File: config.mk
export PLATFORM = sky130hd
export DESIGN_NAME = elevator_floor_dispatcher
export DESIGN_NICKNAME = d
export VERILOG_FILES = /design/src/hdl/efd_pkg.sv /design/src/hdl/elevator_floor_dispatcher.sv
export VERILOG_INCLUDE_DIRS = /design/src /design/src/hdl
export SDC_FILE = /design/constraint.sdc
export NUM_CORES = 1
export LEC_CHECK = 0
export BUFFER_PORTS_ARGS = -buffer_cell sky130_fd_sc_hd__buf_2
export CORE_UTILIZATION = 35
export CTS_CLUSTER_SIZE = 20
export DETAILED_ROUTE_END_ITERATION = 16
export GPL_ROUTABILITY_DRIVEN = 0
export HOLD_SLACK_MARGIN = 0.1
export PLACE_DENSITY = 0.55
export SYNTH_ARGS = -nofsm -noshare
export SYNTH_HDL_FRONTEND = slang
export SYNTH_SLANG_ARGS = --single-unit
File: constraint.sdc
create_clock -name clock -period 5.7 [get_ports clock]
set_input_delay 0.855 -clock clock [delete_from_list [all_inputs] [get_ports clock]]
set_output_delay 0.855 -clock clock [all_outputs]
set_load 0.005 [all_outputs]
File: src/hdl/assert_macros.svh
// Assertion macros included by the dispatcher RTL.
`ifndef ASSERT_MACROS_SVH
`define ASSERT_MACROS_SVH

// The consequent must hold in the same cycle as the antecedent.
`define CHECK_SAME(label, ante, cons, msg) \
   label: assert property (@(posedge clock) disable iff (reset) (ante) |-> (cons)) \
      else $error(msg);

// The consequent must hold in the cycle after the antecedent.
`define CHECK_NEXT(label, ante, cons, msg) \
   label: assert property (@(posedge clock) disable iff (reset) (ante) |=> (cons)) \
      else $error(msg);

`endif

File: src/hdl/efd_pkg.sv
// Types and codes of the elevator floor dispatcher.
package efd_pkg;

   typedef logic [4:0] floor_type;
   typedef logic [1:0] dir_type;
   typedef logic [1:0] event_type;
   typedef logic [1:0] status_type;

   localparam logic ACT_REQUEST = 1'b0;
   localparam logic ACT_PASSED  = 1'b1;

   localparam dir_type DIR_STOP = 2'd0;
   localparam dir_type DIR_UP   = 2'd1;
   localparam dir_type DIR_DOWN = 2'd2;
   localparam dir_type DIR_BAD  = 2'd3;

   localparam status_type ST_FREE   = 2'd0;
   localparam status_type ST_TARGET = 2'd1;
   localparam status_type ST_BUSY   = 2'd2;

   localparam event_type EV_MOVE     = 2'd1;
   localparam event_type EV_CONTINUE = 2'd2;
   localparam event_type EV_IDLE     = 2'd3;

endpackage

File: src/hdl/elevator_floor_dispatcher.sv
// An item that gives no result leaves busy low; otherwise the two-way floor scan runs, and
// runs again from the cabin floor when a request lands on that floor; the result strobe is
// registered from the final step of the scan.
// Throughput: one item at a time; busy stays high while the shared floor pointer walks the
// pending bitmap, one floor per cycle. Each result is strobed for one cycle, not stallable.
// Reset (synchronous): no pending floors, status free, cabin at floor 1, direction stopped.
module elevator_floor_dispatcher #(
   parameter int FLOORS = 16
) (
   input  logic                clock,
   input  logic                reset,
   input  logic                start,
   output logic                busy,
   input  logic                req_action,
   input  efd_pkg::floor_type  req_floor,
   input  efd_pkg::dir_type    req_moving_direction,
   output logic                rsp_strobe,
   output efd_pkg::event_type  rsp_event_res,
   output efd_pkg::floor_type  rsp_current_floor,
   output efd_pkg::floor_type  rsp_target_floor
);
   import efd_pkg::*;

`include "assert_macros.svh"

   localparam int PW = ($clog2(FLOORS + 2) > 5) ? $clog2(FLOORS + 2) : 6;
   localparam int IW = $clog2(FLOORS);
   localparam logic [PW-1:0] FLOORS_P = PW'(FLOORS);
   localparam logic [PW-1:0] ONE_P = PW'(1);

   localparam logic S_IDLE = 1'b0;
   localparam logic S_SCAN = 1'b1;

   logic              state_ff, state_in;
   logic              arr_ff, arr_in;
   logic              dn_ff, dn_in;
   logic              second_ff, second_in;
   logic [PW-1:0]     ptr_ff, ptr_in;
   floor_type         req_floor_ff, req_floor_in;
   logic [FLOORS-1:0] pending_ff, pending_in;
   status_type        status_ff, status_in;
   floor_type         cabin_ff, cabin_in;
   dir_type           dir_ff, dir_in;
   floor_type         goal_ff, goal_in;
   logic              rsp_valid_ff, rsp_valid_in;
   event_type         rsp_event_ff, rsp_event_in;
   floor_type         rsp_cur_ff, rsp_cur_in;
   floor_type         rsp_tgt_ff, rsp_tgt_in;

   logic              accept;
   logic [PW-1:0]     req_ext;
   logic [PW-1:0]     req_m1;
   logic              req_in_range;
   logic [PW-1:0]     cabin_ext;
   logic [PW-1:0]     cabin_m1;
   logic [PW-1:0]     ptr_m1;
   logic              ptr_in_range;
   logic              hit;
   floor_type         pick;
   dir_type           new_dir;

   assign busy = (state_ff != S_IDLE);
   assign accept = start && !busy;

   assign req_ext = {{(PW-5){1'b0}}, req_floor};
   assign req_m1 = req_ext - ONE_P;
   assign req_in_range = (req_ext >= ONE_P) && (req_ext <= FLOORS_P);
   assign cabin_ext = {{(PW-5){1'b0}}, cabin_ff};
   assign cabin_m1 = cabin_ext - ONE_P;
   assign ptr_m1 = ptr_ff - ONE_P;
   assign ptr_in_range = (ptr_ff >= ONE_P) && (ptr_ff <= FLOORS_P);
   assign hit = ptr_in_range && pending_ff[ptr_m1[IW-1:0]];
   // Found floors are always real requests, so they fit the five-bit field.
   assign pick = hit ? ptr_ff[4:0] : req_floor_ff;
   assign new_dir = (req_moving_direction == DIR_BAD) ? DIR_STOP : req_moving_direction;

   always_comb begin
      state_in     = state_ff;
      arr_in       = arr_ff;
      dn_in        = dn_ff;
      second_in    = second_ff;
      ptr_in       = ptr_ff;
      req_floor_in = req_floor_ff;
      pending_in   = pending_ff;
      status_in    = status_ff;
      cabin_in     = cabin_ff;
      dir_in       = dir_ff;
      goal_in      = goal_ff;
      rsp_valid_in = 1'b0;
      rsp_event_in = rsp_event_ff;
      rsp_cur_in   = rsp_cur_ff;
      rsp_tgt_in   = rsp_tgt_ff;
      case (state_ff)
         S_IDLE: begin
            if (accept && req_in_range) begin
               if (req_action == ACT_REQUEST) begin
                  pending_in[req_m1[IW-1:0]] = 1'b1;
                  req_floor_in = req_floor;
                  if (status_ff != ST_TARGET) begin
                     status_in = ST_TARGET;
                     ptr_in    = cabin_ext;
                     dn_in     = (dir_ff != DIR_UP);
                     second_in = 1'b0;
                     arr_in    = 1'b0;
                     state_in  = S_SCAN;
                  end
               end else if (status_ff == ST_TARGET || status_ff == ST_BUSY) begin
                  status_in = ST_BUSY;
                  cabin_in  = req_floor;
                  dir_in    = new_dir;
                  if (req_floor == goal_ff) begin
                     // Arrived: drop this floor and look for the next goal.
                     pending_in[req_m1[IW-1:0]] = 1'b0;
                     ptr_in    = req_ext;
                     dn_in     = (new_dir != DIR_UP);
                     second_in = 1'b0;
                     arr_in    = 1'b1;
                     state_in  = S_SCAN;
                  end
               end
            end
         end
         S_SCAN: begin
            if (hit || (!ptr_in_range && second_ff)) begin
               if (arr_ff) begin
                  rsp_valid_in = 1'b1;
                  rsp_cur_in   = cabin_ff;
                  state_in     = S_IDLE;
                  if (hit) begin
                     goal_in      = pick;
                     rsp_event_in = EV_CONTINUE;
                     rsp_tgt_in   = pick;
                  end else begin
                     status_in    = ST_FREE;
                     rsp_event_in = EV_IDLE;
                     rsp_tgt_in   = cabin_ff;
                  end
               end else begin
                  goal_in = pick;
                  if (pick == cabin_ff) begin
                     // The goal is where the cabin stands: handle the arrival now.
                     status_in = ST_BUSY;
                     pending_in[cabin_m1[IW-1:0]] = 1'b0;
                     ptr_in    = cabin_ext;
                     dn_in     = (dir_ff != DIR_UP);
                     second_in = 1'b0;
                     arr_in    = 1'b1;
                  end else begin
                     dir_in       = (pick > cabin_ff) ? DIR_UP : DIR_DOWN;
                     rsp_valid_in = 1'b1;
                     rsp_event_in = EV_MOVE;
                     rsp_cur_in   = cabin_ff;
                     rsp_tgt_in   = pick;
                     state_in     = S_IDLE;
                  end
               end
            end else if (!ptr_in_range) begin
               // First direction ran off the end: turn around at the cabin floor.
               ptr_in    = cabin_ext;
               dn_in     = !dn_ff;
               second_in = 1'b1;
            end else begin
               ptr_in = dn_ff ? (ptr_ff - ONE_P) : (ptr_ff + ONE_P);
            end
         end
         default: begin
            state_in = S_IDLE;
         end
      endcase
   end

   always_ff @(posedge clock) begin
      if (reset) begin
         state_ff     <= S_IDLE;
         pending_ff   <= '0;
         status_ff    <= ST_FREE;
         cabin_ff     <= 5'd1;
         dir_ff       <= DIR_STOP;
         rsp_valid_ff <= 1'b0;
      end else begin
         state_ff     <= state_in;
         pending_ff   <= pending_in;
         status_ff    <= status_in;
         cabin_ff     <= cabin_in;
         dir_ff       <= dir_in;
         rsp_valid_ff <= rsp_valid_in;
      end
   end

   always_ff @(posedge clock) begin
      arr_ff       <= arr_in;
      dn_ff        <= dn_in;
      second_ff    <= second_in;
      ptr_ff       <= ptr_in;
      req_floor_ff <= req_floor_in;
      goal_ff      <= goal_in;
      rsp_event_ff <= rsp_event_in;
      rsp_cur_ff   <= rsp_cur_in;
      rsp_tgt_ff   <= rsp_tgt_in;
   end

   assign rsp_strobe        = rsp_valid_ff;
   assign rsp_event_res     = rsp_event_ff;
   assign rsp_current_floor = rsp_cur_ff;
   assign rsp_target_floor  = rsp_tgt_ff;

   `CHECK_SAME(a_strobe_idle, rsp_strobe, !busy, "result strobed while still scanning")
   `CHECK_NEXT(a_single_pulse, rsp_strobe, !rsp_strobe, "back-to-back result strobes")
   `CHECK_SAME(a_move_elsewhere, rsp_strobe && rsp_event_res == EV_MOVE,
      rsp_target_floor != rsp_current_floor, "move event targets the cabin floor")
   `CHECK_SAME(a_idle_free, rsp_strobe && rsp_event_res == EV_IDLE,
      status_ff == ST_FREE && rsp_target_floor == rsp_current_floor,
      "idle event without free status")

endmodule
==> flow_summary.yaml <==
power:
  ir_worst_vdd_uv: 77.9
  switchingPower_mw: 0.290
  total_power_mw: 0.964
  clkPwrFrac_pct: 36.9
  power.internal_mw: 0.674
  p_leak_nw: 1.50
  comb_power_share_pct: 14.3
  seqPwrFrac_pct: 48.8
  switching_share_pct: 30.1
  power.density_nw_per_um2: 246
sta:
  rsz0062_at_grt: "false"
  worst_slew_pin_slew_ns: 0.896
  final.min_clock_period_ns: 5.33
  fin_setup_tns_ns: 0
  whs_ns: 0.466
  fmax_mhz: 188
  fin_worst_skew_ns: 0.0141
  hold_viol_final: 0
  setup_viol: 0
  relSlewSlack_pct: 40.1
  period_share_pct: 93.6
  drv_slew: 0
floorplanning:
  ioPinCount: 25
  std_cell_rows: 36
  die_w_um: 103
  die_h_um: 103
  core_area_um2: 9860
  design.die.area_um2: 10700
  start_util_pct: 36.3
clock_tree:
  tritoncts: "built"
  root_buffer: "clkbuf_8"
  cts_made_buffers: 9
  htreeDepth: 3
  clk_pin_slew_ns: 0.08
  clock_sinks: 58
  cts.path.max_buffers: 2
  clk_latency_ns: 0.35
logic_synthesis:
  yosys.area.top_type: "edfxtp_1"
  syn_area_per_cell_um2: 9.58
  ys_warn_count: 0
  synthArstFlopShare_pct: 0
  ys_seq_elements: 58
  synth_edf_count: 31
  seq_area_frac_synth_pct: 41.0
  synth_fp_nets: 395
  synth.area.top_cells: "edfxtp_1 26%, dfxtp_1 15%, mux2i_1 3.9%"
  synthDominantCellAreaShare_pct: 26.0
  ys.flop_type: "edfxtp_1"
  syn_area_um2: 3580
  ys_types: 60
  synthCells: 374
place:
  place_hpwl_um: 7170
  io_buffer_count: 24
critical_path:
  reg2regPathDepth: 15
  worstPathMaxFanout: 32
  cp_cell_sequence: "inv_1 > ha_1 > xnor2_2 > mux4_2 > o2111ai_2 > nand2_1 > nand2_1 > nand2_1 > ha_1 > and4_1 > nand2_1 > or2_2 > a31oi_4 > a311oi_1 > a211oi_1"
  crit_path_top_delay_cell: "a31oi_4"
  cp_data_arrival_time_ns: 5.59
  crit_path_frequent_cell: "nand2_1"
  cp-end-kind: "register"
  worstPathRequired_ns: 5.96
  slowest_delay_ns: 0.71
  startpoint_type: "register"
  critPathKind: "reg -> reg"
final_layout:
  seq_area_um2: 1470
  fin_nets: 400
  multi_input_area_um2: 1910
  synthToLayoutAreaGrowth_pct: 9.32
  final_cell_mix: "32 x nand2_1, 31 x edfxtp_1, 27 x dfxtp_1"
  drive_gt1_share_pct: 13.8
  diodes: 0
  layout_commonest_cell: "nand2_1"
  num-fill-cells: 998
global_route:
  grtUsageTotal_pct: 20.3
  grt_max_degree: 35
  grt_pass1_vias: 2805
  grt_antenna_before_repair: 0
  grt_first_pass_wirelength_um: 15600
  grt_remaining_overflow: 0
detailed_routing:
  wl_per_cell_um: 20.0
  drtIter0Drc: 238
  wl_um: 10300
  final_antenna_net_count: 0
  first_pass_iters: 4
  viasPerCell: 6.00
  remaining_drc_errors: 0
  vias: 3100
min_path:
  hold_path_depth: 2
  hp-class: "reg -> reg"
outcome:
  status: "completed"
run:
  max_cap_violations: 0
critical path: cells and delay by family, from the launching register on:
kind                       cells  cell delay [ns]
DFF                            1             0.56
AOI/OAI and AO/OA              4             1.57
xor gates and xnor gates       1             0.31
adders and majority gates      2             0.64
muxes                          1             0.58
and+or+nand+nor                6             1.34
buffers and inverters          1             0.23
path summary, 6_finish.rpt:
check                       to  slack, ns          from
setup / recovery      register       0.37     ptr_ff[0]
hold / removal    status_ff[1]       0.47  status_ff[1]
hold reg to reg   status_ff[1]       0.47  status_ff[1]
setup reg to reg      register       0.37     ptr_ff[0]
synthesized netlist by cell type (3+ instances only):
cell type  instances
dfxtp_1           27
nor2_1            24
a211oi_1          18
o21ai_0            9
xor2_1             3
o211a_1            3
o311a_1            4
nand4_1            4
a211o_1            3
xnor2_1            8
a31oi_1            9
nand3_1           16
clkbuf_1          24
ha_1              10
buf_6              3
mux2i_1           14
a32oi_1           15
nor3_1             7
nand2_1           32
and4_1             3
a32o_1             3
inv_1             13
o22ai_1            5
and3_1             5
edfxtp_1          31
buf_4              3
a21oi_1            9
nor2b_1           10
a21o_1             9
o21ai_1            3
nand2b_1           4
and2_1             6
power groups by stage:
| stage | clock, mW | sequential [mW] | combinational, mW |
|---|---|---|---|
| floorplan | 0 | 0.470 | 0.105 |
| global placement | 0 | 0.479 | 0.134 |
| detailed placement | 0 | 0.479 | 0.135 |
| CTS | 0.362 | 0.470 | 0.136 |
| global route | 0.382 | 0.472 | 0.150 |
| finish | 0.356 | 0.471 | 0.138 |
metal layers:
metal  global-route usage (%)  up-vias  part of all wire, %
met5                        0        -                    0
met4                     9.21        0                  3.0
met3                     3.16       22                  4.7
met2                     34.9      124                   49
met1                     25.0     1518                   43
li1                         -     1436                    -
through the flow:
step                      util, %  area [um^2]  std cells  setup slack [ns]
final                        39.7         3920        517             0.367
after global routing         39.7         3920        517           0.00637
after CTS                    39.7         3910        517            0.0968
after detailed placement     37.8         3730        501             0.184
after global placement       37.8         3730        501             0.350
after floorplan                 -         3580        374             0.735
timing repair:
item | CTS | global route
hold buffers | 0 | 0
setup endpoints to repair | 0 | 24
buffers inserted | 0 | 0
gates resized for setup | 0 | 1
kinds of logic (layout without fill, tap and decap cells):
group,after synthesis,in the layout,synth area share (%)
AO/OA/AOI/OAI,110,110,23.9
XOR/XNOR,12,12,3.14
adder cells (fa/ha/maj),10,10,3.49
buffers and inverters,46,56,5.83
flip-flops,58,58,41.0
multiplexers,19,19,6.11
AND/OR/NAND/NOR,119,119,16.5
cell type report:
cell class	count	share of cell area (%)
Sequential cell	58	37.5
Timing Repair Buffer	27	3.64
Clock buffer	10	3.51
Tap cell	133	4.25
Multi-Input combinational cell	270	48.8
Clock inverter	6	1.05
Inverter	13	1.25
Note: power is estimated with default switching activity, not from simulation.
